`src/sv/r1dp_pkg.sv`:
```
// Shared constants, codes and controller/datapath interface types for the partitioner.
package r1dp_pkg;

    localparam int MAX_PARTS_DEF   = 16;
    localparam int MAX_SLICES_DEF  = 4096;
    localparam int WEIGHT_BITS_DEF = 32;

    localparam int NP_W       = 5;
    localparam int TGT_W      = 48;
    localparam int MINW_W     = 13;
    localparam int TOT_W      = 13;
    localparam int ACC_W      = 48;
    localparam int WEIGHT_W   = 32;
    localparam int PART_OUT_W = 4;
    localparam int COUNT_W    = 13;
    localparam int STATUS_W   = 2;
    localparam int CFG_IDX_W  = 2;
    localparam int CFG_DATA_W = 48;
    localparam int IN_DATA_W  = 32;
    localparam int OUT_DATA_W = 24;
    localparam int OUT_PAD_W  = OUT_DATA_W - PART_OUT_W - COUNT_W - STATUS_W;

    localparam logic [CFG_IDX_W-1:0] CFG_NUM_PARTS    = 2'd0;
    localparam logic [CFG_IDX_W-1:0] CFG_TARGET       = 2'd1;
    localparam logic [CFG_IDX_W-1:0] CFG_MIN_WIDTH    = 2'd2;
    localparam logic [CFG_IDX_W-1:0] CFG_TOTAL_SLICES = 2'd3;

    localparam logic [STATUS_W-1:0] ST_OK          = 2'd0;
    localparam logic [STATUS_W-1:0] ST_TARGET_ZERO = 2'd1;
    localparam logic [STATUS_W-1:0] ST_FEW_SLICES  = 2'd2;
    localparam logic [STATUS_W-1:0] ST_EMPTY_PART  = 2'd3;

    localparam logic KIND_SLICE = 1'b0;
    localparam logic KIND_COUNT = 1'b1;

    typedef struct packed {
        logic load;
        logic prep;
        logic mult;
        logic div_step;
        logic decide;
        logic cnt_rd;
        logic cnt_wr;
        logic emit_rd;
        logic emit_out;
    } r1dp_cmd_t;

    typedef struct packed {
        logic div_skip;
        logic div_done;
        logic out_free;
        logic is_last;
        logic idx_last;
    } r1dp_sts_t;

endpackage

```
`src/sv/r1dp_ctrl.sv`:
```
// Controller state machine that sequences one slice request through the datapath.
module r1dp_ctrl
(
    input  logic                  clk,
    input  logic                  rst_n,
    input  logic                  s_tvalid,
    output logic                  s_tready,
    input  r1dp_pkg::r1dp_sts_t   sts,
    output r1dp_pkg::r1dp_cmd_t   cmd
);
    import r1dp_pkg::*;

    typedef enum logic [3:0] {
        S_IDLE,
        S_PREP,
        S_MULT,
        S_DIV,
        S_DECIDE,
        S_CNT_RD,
        S_CNT_WR,
        S_EMIT_RD,
        S_EMIT_OUT
    } state_t;

    state_t state_reg;
    state_t state_next;

    always_ff @(posedge clk or negedge rst_n)
    begin
        if (!rst_n)
        begin
            state_reg <= S_IDLE;
        end
        else
        begin
            state_reg <= state_next;
        end
    end

    assign s_tready = (state_reg == S_IDLE);

    always_comb
    begin
        cmd        = '0;
        state_next = state_reg;
        case (state_reg)
            S_IDLE:
            begin
                if (s_tvalid)
                begin
                    cmd.load   = 1'b1;
                    state_next = S_PREP;
                end
            end
            S_PREP:
            begin
                cmd.prep   = 1'b1;
                state_next = S_MULT;
            end
            S_MULT:
            begin
                cmd.mult   = 1'b1;
                state_next = sts.div_skip ? S_DECIDE : S_DIV;
            end
            S_DIV:
            begin
                cmd.div_step = 1'b1;
                if (sts.div_done)
                begin
                    state_next = S_DECIDE;
                end
            end
            S_DECIDE:
            begin
                cmd.decide = 1'b1;
                state_next = S_CNT_RD;
            end
            S_CNT_RD:
            begin
                cmd.cnt_rd = 1'b1;
                state_next = S_CNT_WR;
            end
            S_CNT_WR:
            begin
                if (sts.out_free)
                begin
                    cmd.cnt_wr = 1'b1;
                    state_next = sts.is_last ? S_EMIT_RD : S_IDLE;
                end
            end
            S_EMIT_RD:
            begin
                cmd.emit_rd = 1'b1;
                state_next  = S_EMIT_OUT;
            end
            S_EMIT_OUT:
            begin
                if (sts.out_free)
                begin
                    cmd.emit_out = 1'b1;
                    state_next   = sts.idx_last ? S_IDLE : S_EMIT_RD;
                end
            end
            default:
            begin
                state_next = S_IDLE;
            end
        endcase
    end

endmodule

```
`src/sv/r1dp_dp.sv`:
```
// Datapath: configuration, run state, quotient unit, per-part count memory and output register.
module r1dp_dp #(
    parameter int MAX_PARTS   = r1dp_pkg::MAX_PARTS_DEF,
    parameter int MAX_SLICES  = r1dp_pkg::MAX_SLICES_DEF,
    parameter int WEIGHT_BITS = r1dp_pkg::WEIGHT_BITS_DEF
)
(
    input  logic                                 clk,
    input  logic                                 rst_n,
    input  logic                                 cfg_we,
    input  logic [r1dp_pkg::CFG_IDX_W-1:0]       cfg_index,
    input  logic [r1dp_pkg::CFG_DATA_W-1:0]      cfg_data,
    input  logic [r1dp_pkg::IN_DATA_W-1:0]       in_data,
    input  logic                                 in_last,
    input  r1dp_pkg::r1dp_cmd_t                  cmd,
    output r1dp_pkg::r1dp_sts_t                  sts,
    output logic                                 m_tvalid,
    input  logic                                 m_tready,
    output logic [r1dp_pkg::OUT_DATA_W-1:0]      m_tdata,
    output logic                                 m_tuser,
    output logic                                 m_tlast
);
    import r1dp_pkg::*;

    localparam int PW    = (MAX_PARTS > 1) ? $clog2(MAX_PARTS) : 1;
    localparam int NPW   = $clog2(MAX_PARTS + 1);
    localparam int CW    = $clog2(MAX_SLICES + 1);
    localparam int LW    = (CW > TOT_W) ? CW : TOT_W;
    localparam int PRW   = NPW + MINW_W;
    localparam int CMPW  = (PRW > LW) ? PRW : LW;
    localparam int NUM_W = ACC_W + 1;
    localparam int DW    = NUM_W + NPW;
    localparam int KW    = $clog2(NPW + 1);

    localparam logic [WEIGHT_W-1:0] WMASK = (WEIGHT_BITS >= WEIGHT_W) ? {WEIGHT_W{1'b1}} :
        WEIGHT_W'((64'd1 << WEIGHT_BITS) - 64'd1);
    localparam logic [CW-1:0] SAT_CNT = CW'(MAX_SLICES);

    function automatic logic [ACC_W-1:0] sat_add(input logic [ACC_W-1:0] a,
                                                 input logic [WEIGHT_W-1:0] b);
        logic [ACC_W:0] s;
        s = {1'b0, a} + (ACC_W + 1)'(b);
        return s[ACC_W] ? {ACC_W{1'b1}} : s[ACC_W-1:0];
    endfunction

    function automatic logic [CW-1:0] sat_inc(input logic [CW-1:0] v);
        return (v >= SAT_CNT) ? SAT_CNT : v + CW'(1);
    endfunction

    logic [NP_W-1:0]     num_parts_reg;
    logic [TGT_W-1:0]    target_reg;
    logic [MINW_W-1:0]   min_width_reg;
    logic [TOT_W-1:0]    total_reg;

    logic [WEIGHT_W-1:0] w_reg;
    logic                last_reg;

    logic [PW-1:0]       cur_reg;
    logic [CW-1:0]       ps_reg;
    logic [CW-1:0]       si_reg;
    logic [ACC_W-1:0]    pw_reg;
    logic [ACC_W-1:0]    prefix_reg;

    logic [ACC_W-1:0]    after_reg;
    logic [ACC_W-1:0]    pw_sum_reg;
    logic [LW-1:0]       left_sl_reg;
    logic [PW-1:0]       cur_c_reg;
    logic [PW-1:0]       lp_reg;
    logic [CMPW-1:0]     lp_prod_reg;
    logic [CMPW-1:0]     np_prod_reg;
    logic [NUM_W-1:0]    rem_reg;
    logic [NPW:0]        q_reg;
    logic [KW-1:0]       k_reg;

    logic [STATUS_W-1:0] status_reg;
    logic [PW-1:0]       part_reg;
    logic [PW-1:0]       idx_reg;

    logic [CW-1:0]       cnt_mem [MAX_PARTS];
    logic [MAX_PARTS-1:0] cnt_vld_reg;
    logic [CW-1:0]       rd_data_reg;
    logic                rd_hit_reg;

    logic                m_tvalid_reg;
    logic                out_kind_reg;
    logic [PART_OUT_W-1:0] out_part_reg;
    logic [COUNT_W-1:0]  out_count_reg;
    logic [STATUS_W-1:0] out_status_reg;
    logic                out_last_reg;

    logic [NPW-1:0]      np;
    logic [PW-1:0]       np_m1;
    logic [PW-1:0]       cur_clamp;
    logic [PW+MINW_W-1:0] lp_prod_c;
    logic [PRW-1:0]      np_prod_c;
    logic [DW-1:0]       shifted;
    logic                div_ge;
    logic [STATUS_W-1:0] run_status;
    logic [PW-1:0]       mid_part;
    logic                adv;
    logic [PW-1:0]       cur_next;
    logic [PW-1:0]       addr;
    logic [CW-1:0]       cnt_eff;
    logic [STATUS_W-1:0] emit_status;
    logic                out_free;

    always_comb
    begin
        if (num_parts_reg == '0)
        begin
            np = NPW'(1);
        end
        else if (32'(num_parts_reg) > MAX_PARTS)
        begin
            np = NPW'(MAX_PARTS);
        end
        else
        begin
            np = NPW'(num_parts_reg);
        end
    end

    assign np_m1     = PW'(np - NPW'(1));
    assign cur_clamp = (NPW'(cur_reg) >= np) ? np_m1 : cur_reg;
    assign lp_prod_c = lp_reg * min_width_reg;
    assign np_prod_c = np * min_width_reg;
    assign shifted   = DW'({target_reg, 1'b0}) << k_reg;
    assign div_ge    = (DW'(rem_reg) >= shifted);

    always_comb
    begin
        if (target_reg == '0)
        begin
            run_status = ST_TARGET_ZERO;
        end
        else if ((min_width_reg != '0) && (np_prod_reg > CMPW'(total_reg)))
        begin
            run_status = ST_FEW_SLICES;
        end
        else
        begin
            run_status = ST_OK;
        end
    end

    always_comb
    begin
        if (target_reg == '0)
        begin
            mid_part = np_m1;
        end
        else if (q_reg >= (NPW + 1)'(np))
        begin
            mid_part = np_m1;
        end
        else
        begin
            mid_part = PW'(q_reg);
        end
    end

    assign adv = ((pw_sum_reg > target_reg) && (LW'(ps_reg) >= LW'(min_width_reg)))
               || (CMPW'(left_sl_reg) <= lp_prod_reg);

    always_comb
    begin
        if (!adv)
        begin
            cur_next = cur_c_reg;
        end
        else if (cur_c_reg == np_m1)
        begin
            cur_next = np_m1;
        end
        else
        begin
            cur_next = cur_c_reg + PW'(1);
        end
    end

    assign addr        = cmd.emit_rd ? idx_reg : part_reg;
    assign cnt_eff     = rd_hit_reg ? rd_data_reg : '0;
    assign emit_status = ((status_reg == ST_OK) && (cnt_eff == '0)) ? ST_EMPTY_PART : status_reg;
    assign out_free    = !m_tvalid_reg || m_tready;

    assign sts.div_skip = (min_width_reg != '0) || (target_reg == '0);
    assign sts.div_done = (k_reg == '0);
    assign sts.out_free = out_free;
    assign sts.is_last  = last_reg;
    assign sts.idx_last = (idx_reg == np_m1);

    always_ff @(posedge clk or negedge rst_n)
    begin
        if (!rst_n)
        begin
            num_parts_reg <= NP_W'(1);
            target_reg    <= TGT_W'(1);
            min_width_reg <= '0;
            total_reg     <= TOT_W'(1);
        end
        else if (cfg_we)
        begin
            case (cfg_index)
                CFG_NUM_PARTS:    num_parts_reg <= cfg_data[NP_W-1:0];
                CFG_TARGET:       target_reg    <= cfg_data[TGT_W-1:0];
                CFG_MIN_WIDTH:    min_width_reg <= cfg_data[MINW_W-1:0];
                CFG_TOTAL_SLICES: total_reg     <= cfg_data[TOT_W-1:0];
                default:          ;
            endcase
        end
    end

    always_ff @(posedge clk or negedge rst_n)
    begin
        if (!rst_n)
        begin
            cur_reg      <= '0;
            ps_reg       <= '0;
            si_reg       <= '0;
            pw_reg       <= '0;
            prefix_reg   <= '0;
            idx_reg      <= '0;
            cnt_vld_reg  <= '0;
            m_tvalid_reg <= 1'b0;
        end
        else
        begin
            if (cmd.decide)
            begin
                prefix_reg <= after_reg;
                si_reg     <= sat_inc(si_reg);
                if (min_width_reg == '0)
                begin
                    cur_reg <= mid_part;
                end
                else
                begin
                    cur_reg <= cur_next;
                    pw_reg  <= adv ? '0 : pw_sum_reg;
                    ps_reg  <= adv ? CW'(1) : sat_inc(ps_reg);
                end
            end
            if (cmd.cnt_wr)
            begin
                cnt_vld_reg[part_reg] <= 1'b1;
            end
            if (cmd.emit_out)
            begin
                if (sts.idx_last)
                begin
                    cur_reg     <= '0;
                    ps_reg      <= '0;
                    si_reg      <= '0;
                    pw_reg      <= '0;
                    prefix_reg  <= '0;
                    idx_reg     <= '0;
                    cnt_vld_reg <= '0;
                end
                else
                begin
                    idx_reg <= idx_reg + PW'(1);
                end
            end
            if (cmd.cnt_wr || cmd.emit_out)
            begin
                m_tvalid_reg <= 1'b1;
            end
            else if (m_tready)
            begin
                m_tvalid_reg <= 1'b0;
            end
        end
    end

    always_ff @(posedge clk)
    begin
        if (cmd.load)
        begin
            w_reg    <= in_data & WMASK;
            last_reg <= in_last;
        end
        if (cmd.prep)
        begin
            after_reg   <= sat_add(prefix_reg, w_reg);
            pw_sum_reg  <= sat_add(pw_reg, w_reg);
            left_sl_reg <= (LW'(total_reg) > LW'(si_reg)) ? LW'(total_reg) - LW'(si_reg) : '0;
            cur_c_reg   <= cur_clamp;
            lp_reg      <= np_m1 - cur_clamp;
        end
        if (cmd.mult)
        begin
            lp_prod_reg <= CMPW'(lp_prod_c);
            np_prod_reg <= CMPW'(np_prod_c);
            rem_reg     <= NUM_W'(prefix_reg) + NUM_W'(after_reg);
            q_reg       <= '0;
            k_reg       <= KW'(NPW);
        end
        if (cmd.div_step)
        begin
            if (div_ge)
            begin
                rem_reg <= rem_reg - shifted[NUM_W-1:0];
            end
            q_reg <= {q_reg[NPW-1:0], div_ge};
            k_reg <= k_reg - KW'(1);
        end
        if (cmd.decide)
        begin
            status_reg <= run_status;
            part_reg   <= (min_width_reg == '0) ? mid_part : cur_next;
        end
        if (cmd.cnt_rd || cmd.emit_rd)
        begin
            rd_data_reg <= cnt_mem[addr];
            rd_hit_reg  <= cnt_vld_reg[addr];
        end
        if (cmd.cnt_wr)
        begin
            cnt_mem[part_reg] <= sat_inc(cnt_eff);
            out_kind_reg      <= KIND_SLICE;
            out_part_reg      <= PART_OUT_W'(part_reg);
            out_count_reg     <= '0;
            out_status_reg    <= status_reg;
            out_last_reg      <= 1'b0;
        end
        if (cmd.emit_out)
        begin
            out_kind_reg   <= KIND_COUNT;
            out_part_reg   <= PART_OUT_W'(idx_reg);
            out_count_reg  <= COUNT_W'(cnt_eff);
            out_status_reg <= emit_status;
            out_last_reg   <= sts.idx_last;
        end
    end

    assign m_tvalid = m_tvalid_reg;
    assign m_tdata  = {{OUT_PAD_W{1'b0}}, out_status_reg, out_count_reg, out_part_reg};
    assign m_tuser  = out_kind_reg;
    assign m_tlast  = out_last_reg;

endmodule

```
`src/sv/rectilinear_1d_partitioner_top.sv`:
```
// Top level of the one-dimensional rectilinear partitioner.
// Each slice request gives one assignment result; a slice marked tlast also gives one count
// result per part, part 0 upward, the final one with tlast. Greedy mode (min_width nonzero,
// or target zero) skips the quotient unit; midpoint mode runs the restoring quotient unit,
// which retires one quotient bit per cycle. A last slice adds a count memory read and an
// output load per part. Output stalls hold the result loads. A new request is taken while
// the previous final result still waits in the output register.
module rectilinear_1d_partitioner_top #(
    parameter int MAX_PARTS   = r1dp_pkg::MAX_PARTS_DEF,
    parameter int MAX_SLICES  = r1dp_pkg::MAX_SLICES_DEF,
    parameter int WEIGHT_BITS = r1dp_pkg::WEIGHT_BITS_DEF
)
(
    input  logic                              clk,
    input  logic                              rst_n,
    input  logic                              s_tvalid,
    output logic                              s_tready,
    input  logic [r1dp_pkg::IN_DATA_W-1:0]    s_tdata,   // weight[31:0]
    input  logic                              s_tlast,
    output logic                              m_tvalid,
    input  logic                              m_tready,
    output logic [r1dp_pkg::OUT_DATA_W-1:0]   m_tdata,   // part[3:0], count[16:4], status[18:17]
    output logic                              m_tuser,   // kind[0]
    output logic                              m_tlast,
    input  logic                              cfg_we,
    input  logic [r1dp_pkg::CFG_IDX_W-1:0]    cfg_index,
    input  logic [r1dp_pkg::CFG_DATA_W-1:0]   cfg_data
);
    import r1dp_pkg::*;

    r1dp_cmd_t cmd;
    r1dp_sts_t sts;

    r1dp_ctrl u_ctrl
    (
        .clk      (clk),
        .rst_n    (rst_n),
        .s_tvalid (s_tvalid),
        .s_tready (s_tready),
        .sts      (sts),
        .cmd      (cmd)
    );

    r1dp_dp #(
        .MAX_PARTS   (MAX_PARTS),
        .MAX_SLICES  (MAX_SLICES),
        .WEIGHT_BITS (WEIGHT_BITS)
    ) u_dp
    (
        .clk       (clk),
        .rst_n     (rst_n),
        .cfg_we    (cfg_we),
        .cfg_index (cfg_index),
        .cfg_data  (cfg_data),
        .in_data   (s_tdata),
        .in_last   (s_tlast),
        .cmd       (cmd),
        .sts       (sts),
        .m_tvalid  (m_tvalid),
        .m_tready  (m_tready),
        .m_tdata   (m_tdata),
        .m_tuser   (m_tuser),
        .m_tlast   (m_tlast)
    );

    a_cmd_onehot: assert property (@(posedge clk) disable iff (!rst_n)
        $onehot0(cmd))
        else $error("more than one datapath command active");

    a_load_needs_room: assert property (@(posedge clk) disable iff (!rst_n)
        (cmd.cnt_wr || cmd.emit_out) |-> sts.out_free)
        else $error("result loaded over a pending result");

    a_last_is_count: assert property (@(posedge clk) disable iff (!rst_n)
        (m_tvalid && m_tlast) |-> (m_tuser == KIND_COUNT))
        else $error("final result of a run is not a count result");

    a_one_request: assert property (@(posedge clk) disable iff (!rst_n)
        (s_tvalid && s_tready) |=> !s_tready)
        else $error("second request taken while one is in progress");

endmodule
```
`config.mk`:
```
export PLATFORM = sky130hd
export DESIGN_NAME = rectilinear_1d_partitioner_top
export DESIGN_NICKNAME = d
export VERILOG_FILES = /design/src/sv/r1dp_pkg.sv /design/src/sv/r1dp_ctrl.sv /design/src/sv/r1dp_dp.sv /design/src/sv/rectilinear_1d_partitioner_top.sv
export SDC_FILE = /design/constraint.sdc
export NUM_CORES = 2
export LEC_CHECK = 0
export ABC_AREA = 1
export BUFFER_PORTS_ARGS = -buffer_cell sky130_fd_sc_hd__buf_2
export CELL_PAD_IN_SITES_DETAIL_PLACEMENT = 1
export CELL_PAD_IN_SITES_GLOBAL_PLACEMENT = 1
export CORE_MARGIN = 4
export CORE_UTILIZATION = 52
export DETAILED_ROUTE_END_ITERATION = 12
export PLACE_DENSITY = 0.91
export SYNTH_ARGS = -nofsm -noshare
export SYNTH_HDL_FRONTEND = slang
export SYNTH_SLANG_ARGS = --single-unit
```
`constraint.sdc`:
```
create_clock -name clk -period 23.3 [get_ports clk]
set_clock_uncertainty 0.15 [all_clocks]
set_input_delay 1.165 -clock clk [delete_from_list [all_inputs] [get_ports clk]]
set_output_delay 1.165 -clock clk [all_outputs]
set_load 0.005 [all_outputs]
```
; Word level (Yosys, flattened, before mapping)
; Memories as Yosys holds them, arrays and structs flattened. A register that Yosys moved wholly into a read port is not among the register bits.
; Cells that the tools add are included.
[word_totals]
memories = 1
out_inout_bits = 28
regBits = 501
romBits = 0
ramBits = 208
in_bits = 88
latchBits = 0
[op_classes]
shift = 1
multipliers = 2
n_addsub = 13
n_div = 0
reduce_logical = 27
mux = 80
n_lt_le_gt_ge = 15
eq_ne = 17
bitwise_logic = 1
[memory_table]
columns = memory, depth, width, read_ports, rd_ports_with_merged_regs, write_ports, line_no
row1 = u_dp.cnt_mem, 16, 13, 1, 1, 1, r1dp_dp.sv:79  ; logic [CW-1:0] cnt_mem [MAX_PARTS];
[ops]
columns = operator, n
row1 = 48-bit 2-to-1 mux, 8
row2 = 13-bit 2-to-1 mux, 14
row3 = 49-bit 2-to-1 mux, 3
row4 = 48-bit by 32-bit adder with 49-bit output, 2
row5 = 4-bit 2-to-1 mux, 17
row6 = 49-bit by 54-bit greater-or-equal comparator with 1-bit output, 1
row7 = 49-bit by 3-bit << shifter with 54-bit output, 1
row8 = 48-bit by 48-bit adder with 49-bit output, 1
row9 = 49-bit subtractor, 1
row10 = 48-bit > comparator, 1
row11 = 48-bit logical NOT, 1
row12 = 16-bit 2-to-1 mux, 3
row13 = "13-bit by 1-bit adder with 13-bit output, second input constant", 3
row14 = "13-bit greater-or-equal comparator, second input constant", 3
row15 = 4-bit case mux with 9 select lines, 1
row16 = 13-bit logical NOT, 2
row17 = 1-bit 2-to-1 mux, 19
row18 = 18-bit by 13-bit > comparator with 1-bit output, 1
row19 = 5-bit by 13-bit multiplier with 18-bit output, 1
row20 = 13-bit by 17-bit less-or-equal comparator with 1-bit output, 1
row21 = 4-bit by 13-bit multiplier with 17-bit output, 1
row22 = "4-bit by 3-bit equality test with 1-bit output, second input constant", 4
row23 = 16-bit bitwise OR, 1
row24 = 3-bit 2-to-1 mux, 5
row25 = 36 further kinds, 61

; Depth between registers and ports, before layout
[depth]
word_depth = 11
ltp_mapped = 27
ltp_nobuf = 23

; By module
; From an unflattened synthesis, not the netlist that was laid out.
[hier_totals]
cells_unflattened = 6371
area_unflattened_um2 = 49406.1
[by_module_without_submodules]
columns = mod, area_per_inst_um2, seq_area_each_um2, instances, cells_per_inst
row1 = r1dp_dp, 49032.0, 19942.9, 1, 6307
row2 = r1dp_ctrl, 374.1, 100.1, 1, 64

; Worst setup path after synthesis
; OpenSTA, ideal clock, no wires.
[synth_path]
path_kind = register to register
from = reg u_ctrl.state_reg[3]
to = reg u_dp.after_reg[0] (enable)
synth_period_minus_slack_ns = 9.439
path_buffers = 0
path_slack_ns = 13.861
path_stages_with_launch = 4
arrival_time_ns = 8.551
setup_time_ns = 0.739
cell_sequence = dfrtp_1 -> nor2_1 -> inv_1 -> nor3_1
[synth_via]
elab_chain_len = 2
[synth_rtl]
columns = element, line_no
row1 = start: declaration, r1dp_ctrl.sv:25  ; state_t state_reg;
row2 = start signal: assignment, r1dp_ctrl.sv:36  ; state_reg <= state_next;
row3 = 4-bit by 1-bit equality test with 1-bit output, r1dp_ctrl.sv:46  ; case (state_reg)
row4 = 1-bit 2-to-1 mux, r1dp_ctrl.sv:46
row5 = end signal: assignment, r1dp_dp.sv:284  ; after_reg <= sat_add(prefix_reg, w_reg);
row6 = end: declaration, r1dp_dp.sv:64  ; logic [ACC_W-1:0] after_reg;
; Every way passes these cells.
; A chain may end at the register's enable or synchronous reset.

; Worst setup path in the final report
[layout_path]
from = reg u_dp.num_parts_reg[4]
to = reg u_dp.np_prod_reg[17], data pin
[layout_via]
elab_chain_len = 4
word_cells_on_any_way = 5
cone_classes = mul: 1 / order compare: 1 / mux: 2 / reduce/logical: 1
[layout_rtl]
columns = element, line_no
row1 = start: declaration, r1dp_dp.sv:50  ; logic [NP_W-1:0] num_parts_reg;
row2 = start signal: assignment, r1dp_dp.sv:204  ; CFG_NUM_PARTS: num_parts_reg <= cfg_data[NP_W-1:0];
row3 = 5-bit > comparator, r1dp_dp.sv:113  ; else if (32'(num_parts_reg) > MAX_PARTS)
row4 = 5-bit 2-to-1 mux, r1dp_dp.sv:113
row5 = 5-bit 2-to-1 mux (*), r1dp_dp.sv:109  ; if (num_parts_reg == '0)
row6 = 5-bit by 13-bit multiplier with 18-bit output (*), r1dp_dp.sv:126  ; assign np_prod_c = np * min_width_reg;
row7 = via u_dp.np_prod_c[17], r1dp_dp.sv:95  ; logic [PRW-1:0] np_prod_c;
row8 = end signal: assignment, r1dp_dp.sv:293  ; np_prod_reg <= CMPW'(np_prod_c);
row9 = end: declaration, r1dp_dp.sv:70  ; logic [CMPW-1:0] np_prod_reg;
; The timed path passes the listed nets; every way through them passes the cells marked *.

==> results.sh <==
export IMPL_insertion_delay_ns=0.71
export IMPL_yosys_area_share_simple_pct=23.20
export IMPL_cts_hold_buf=0
export IMPL_cp_common_cell="inv_1"
export IMPL_fmax_mhz=172.5
export IMPL_worst_pin_slew_ns=1.282
export IMPL_crit_fanout=18
export IMPL_synth_compound_area_share_pct=14.24
export IMPL_netlist_area_um2=48690
export IMPL_setup_tns_ns=0
export IMPL_path_cells="nor2_1 > inv_1 > nor2_1 > fa_1 > fa_1 > inv_1 > fa_1 > inv_1 > ha_1 > nand2_1 > inv_1 > a21oi_1 > o21ai_0 > a21boi_0 > o21ai_0 > nand2_1 > o21ai_0 > xor2_1"
export IMPL_drive_gt1_share_pct=6.552
export IMPL_synth_mux_area_share_pct=0.04111
export IMPL_io_pins=116
export IMPL_fin_crit_sh_pct=24.88
export IMPL_cp_top_family="adder cells"
export IMPL_grt_start_max_net_pins=79
export IMPL_routedWlPerCell_um=24.93
export IMPL_hp_class="in2async"
export IMPL_synth_seq_cells=722
export IMPL_powerDensity_nw_per_um2=142.1
export IMPL_path_clk_slew_ns=0.06
export IMPL_finalSetupViolations=0
export IMPL_areaGrowthSynthToFinish_pct=9.466
export IMPL_ant_nets=0
export IMPL_worst_slack_ns=17.50
export IMPL_track_usage_pct=37.76
export IMPL_max_slew_margin_pct=14.56
export IMPL_ys_seq_area_share_pct=41.16
export IMPL_diodes=0
export IMPL_largest_reg_flops=208
export IMPL_hold_slack_ns=0.2361
export IMPL_wl_um=188900
export IMPL_vias_per_cell=6.168
export IMPL_yosys_warnings=0
export IMPL_cts_tree="done"
export IMPL_max_cap_violations=0
export IMPL_synth_xor_area_share_pct=2.372
export IMPL_rows=111
export IMPL_hold_violations=0
export IMPL_antenna_found_initial=3
export IMPL_num_vias=46730
export IMPL_power_mw=7.575
export IMPL_route_detailed_drc=0
export IMPL_crit_type="reg2reg"
export IMPL_cts_htree_levels=3
export IMPL_grt_pass1_vias=48830
export IMPL_drt_pass1_iter_count=6
export IMPL_initial_core_util_pct=52.80
export IMPL_final_nets=6743
export IMPL_cpMaxStageDelayCell="dfrtp_1"
export IMPL_post_dp_cell_area_um2=50360
export IMPL_cts_buffers=82
export IMPL_gp_congestion=1.033
export IMPL_syn_inst=6207
export IMPL_cts_sinks=722
export IMPL_dp_hpwl_um=134700
export IMPL_start_kind="flip-flop"
export IMPL_post_cts_buffers=0
export IMPL_root_buffer="clkbuf_16"
export IMPL_p_leak_nw=24.01
export IMPL_rsz0062_at_grt="false"
export IMPL_die_y_um=314.0
export IMPL_avgSynthCellArea_um2=7.845
export IMPL_cp_end_kind="flip-flop"
export IMPL_report_final_slew_viol_count=0
export IMPL_final_area_um2=53300
export IMPL_port_buffers=110
export IMPL_place_ws_ns=17.78
export IMPL_dp_cells=7422
export IMPL_fin_cells=7577
export IMPL_fp_dieArea_um2=98600
export IMPL_cp_data_arrival_time_ns=6.08
export IMPL_grt_overflow_total=0
export IMPL_synth_edf_count=443
export IMPL_min_period_ns=5.797
export IMPL_cp_num_buf_inv=4
export IMPL_clock_path_buffers=3
export IMPL_core_area_um2=92220
export IMPL_ys_flop_type="edfxtp_1"
export IMPL_post_cts_resized=0
export IMPL_dieWidth_um=314.0
export IMPL_cp_required_ns=23.58
export IMPL_vdd_drop_max_v=0.00008101
export IMPL_synthAdderAreaFrac_pct=10.97
export IMPL_first_iter_violations=4773
export IMPL_grt_pass1_wl_um=287800
export IMPL_synthDistinctLibCells=66
export IMPL_synth_top_family_by_area="simple AND/OR/NAND/NOR gates"
export IMPL_status="completed"
export IMPL_final_core_util_pct=57.80
export IMPL_async_flop_share_pct=31.86
export IMPL_slowest_delay_ns=0.80
## cells in the final DEF, fill, tap and decap left out, types with 92 or more instances in the layout
master / n
a21oi_1: 464
buf_2: 109
dfrtp_1: 227
edfxtp_1: 443
ha_1: 331
inv_1: 784
nand2_1: 1410
nand3_1: 335
nand4_1: 92
nor2_1: 695
o21ai_0: 493
## Yosys cell counts, types with 19 or more instances
master	n	area share, %
a21o_1	27	0.42
a21oi_1	465	4.8
a31oi_1	46	0.59
buf_2	39	0.40
clkbuf_1	117	0.90
dfrtp_1	227	12
dfxtp_1	49	2.0
edfxtp_1	443	27
fa_1	60	2.5
ha_1	331	8.5
inv_1	787	6.1
nand2_1	1411	11
nand3_1	337	3.5
nand4_1	92	1.2
nor2_1	695	5.4
nor3_1	75	0.77
nor4_1	27	0.35
o211ai_1	23	0.35
o21a_1	19	0.29
o21ai_0	494	5.1
o21ai_1	24	0.25
o21bai_1	30	0.46
o221ai_1	44	0.79
or2_2	45	0.58
xnor2_1	46	0.83
xor2_1	84	1.5
## per-layer routing
layer / share of wire [%] / vias to the layer above / wire, µm / GRT usage (%)
met1: 39 / 23030 / 73050 / 47.03
met3: 7.7 / 599 / 14500 / 6.043
met4: 6.8 / 4 / 12910 / 21.33
li1: - / 20860 / - / -
met2: 47 / 2247 / 88420 / 62.79
met5: 0.013 / - / 25 / 0
## final cells by class
class / count / area [µm²]
clock inverter: 41 / 626.9
sequential: 722 / 20040
inverter: 802 / 3013
fill: 11330 / 38920
tap: 1243 / 1555
clock buffer: 113 / 2301
timing repair buffer: 160 / 935.9
multi-input combinational: 4496 / 24830
## worst reg2reg max path, stage by stage (launching register included)
cell	delay, ns
dfrtp_1	0.80
nor2_1	0.23
inv_1	0.44
nor2_1	0.13
fa_1	0.51
fa_1	0.57
inv_1	0.07
fa_1	0.57
inv_1	0.08
ha_1	0.35
nand2_1	0.07
inv_1	0.07
a21oi_1	0.12
o21ai_0	0.32
a21boi_0	0.21
o21ai_0	0.36
nand2_1	0.13
o21ai_0	0.25
xor2_1	0.11
## power by group
group	internal, mW	switching [mW]	leakage [nW]	total (mW)
clock network	0.827	0.604	1.40	1.43
registers	1.80	0.340	7.40	2.14
logic	1.22	2.78	15.2	4.00
total	3.85	3.72	24.0	7.58
## logic make-up after synthesis
logic type,after synthesis
AOI/OAI and AO/OA,1246
DFF,722
xor gates and xnor gates,131
adders and majority gates,391
buffers and inverters,993
other,1
and+or+nand+nor,2721
muxes,2
## final timing paths
path / slack, ns / cells past startpoint / start / endpoint
max: 17.50 / 18 / u_dp.num_parts_reg[4] / u_dp.np_prod_reg[17]
min: 0.24 / 1 / rst_n / u_dp.prefix_reg[33]
max reg2reg: 17.50 / 18 / u_dp.num_parts_reg[4] / u_dp.np_prod_reg[17]
min reg2reg: 0.37 / 2 / u_dp.cnt_vld_reg[6] / u_dp.cnt_vld_reg[6]
max in group asynchronous: 20.71 / 3 / rst_n / u_dp.total_reg[2]
min in group clk: 0.37 / 2 / u_dp.cnt_vld_reg[6] / u_dp.cnt_vld_reg[6]
(Power assumes the default switching activity.)
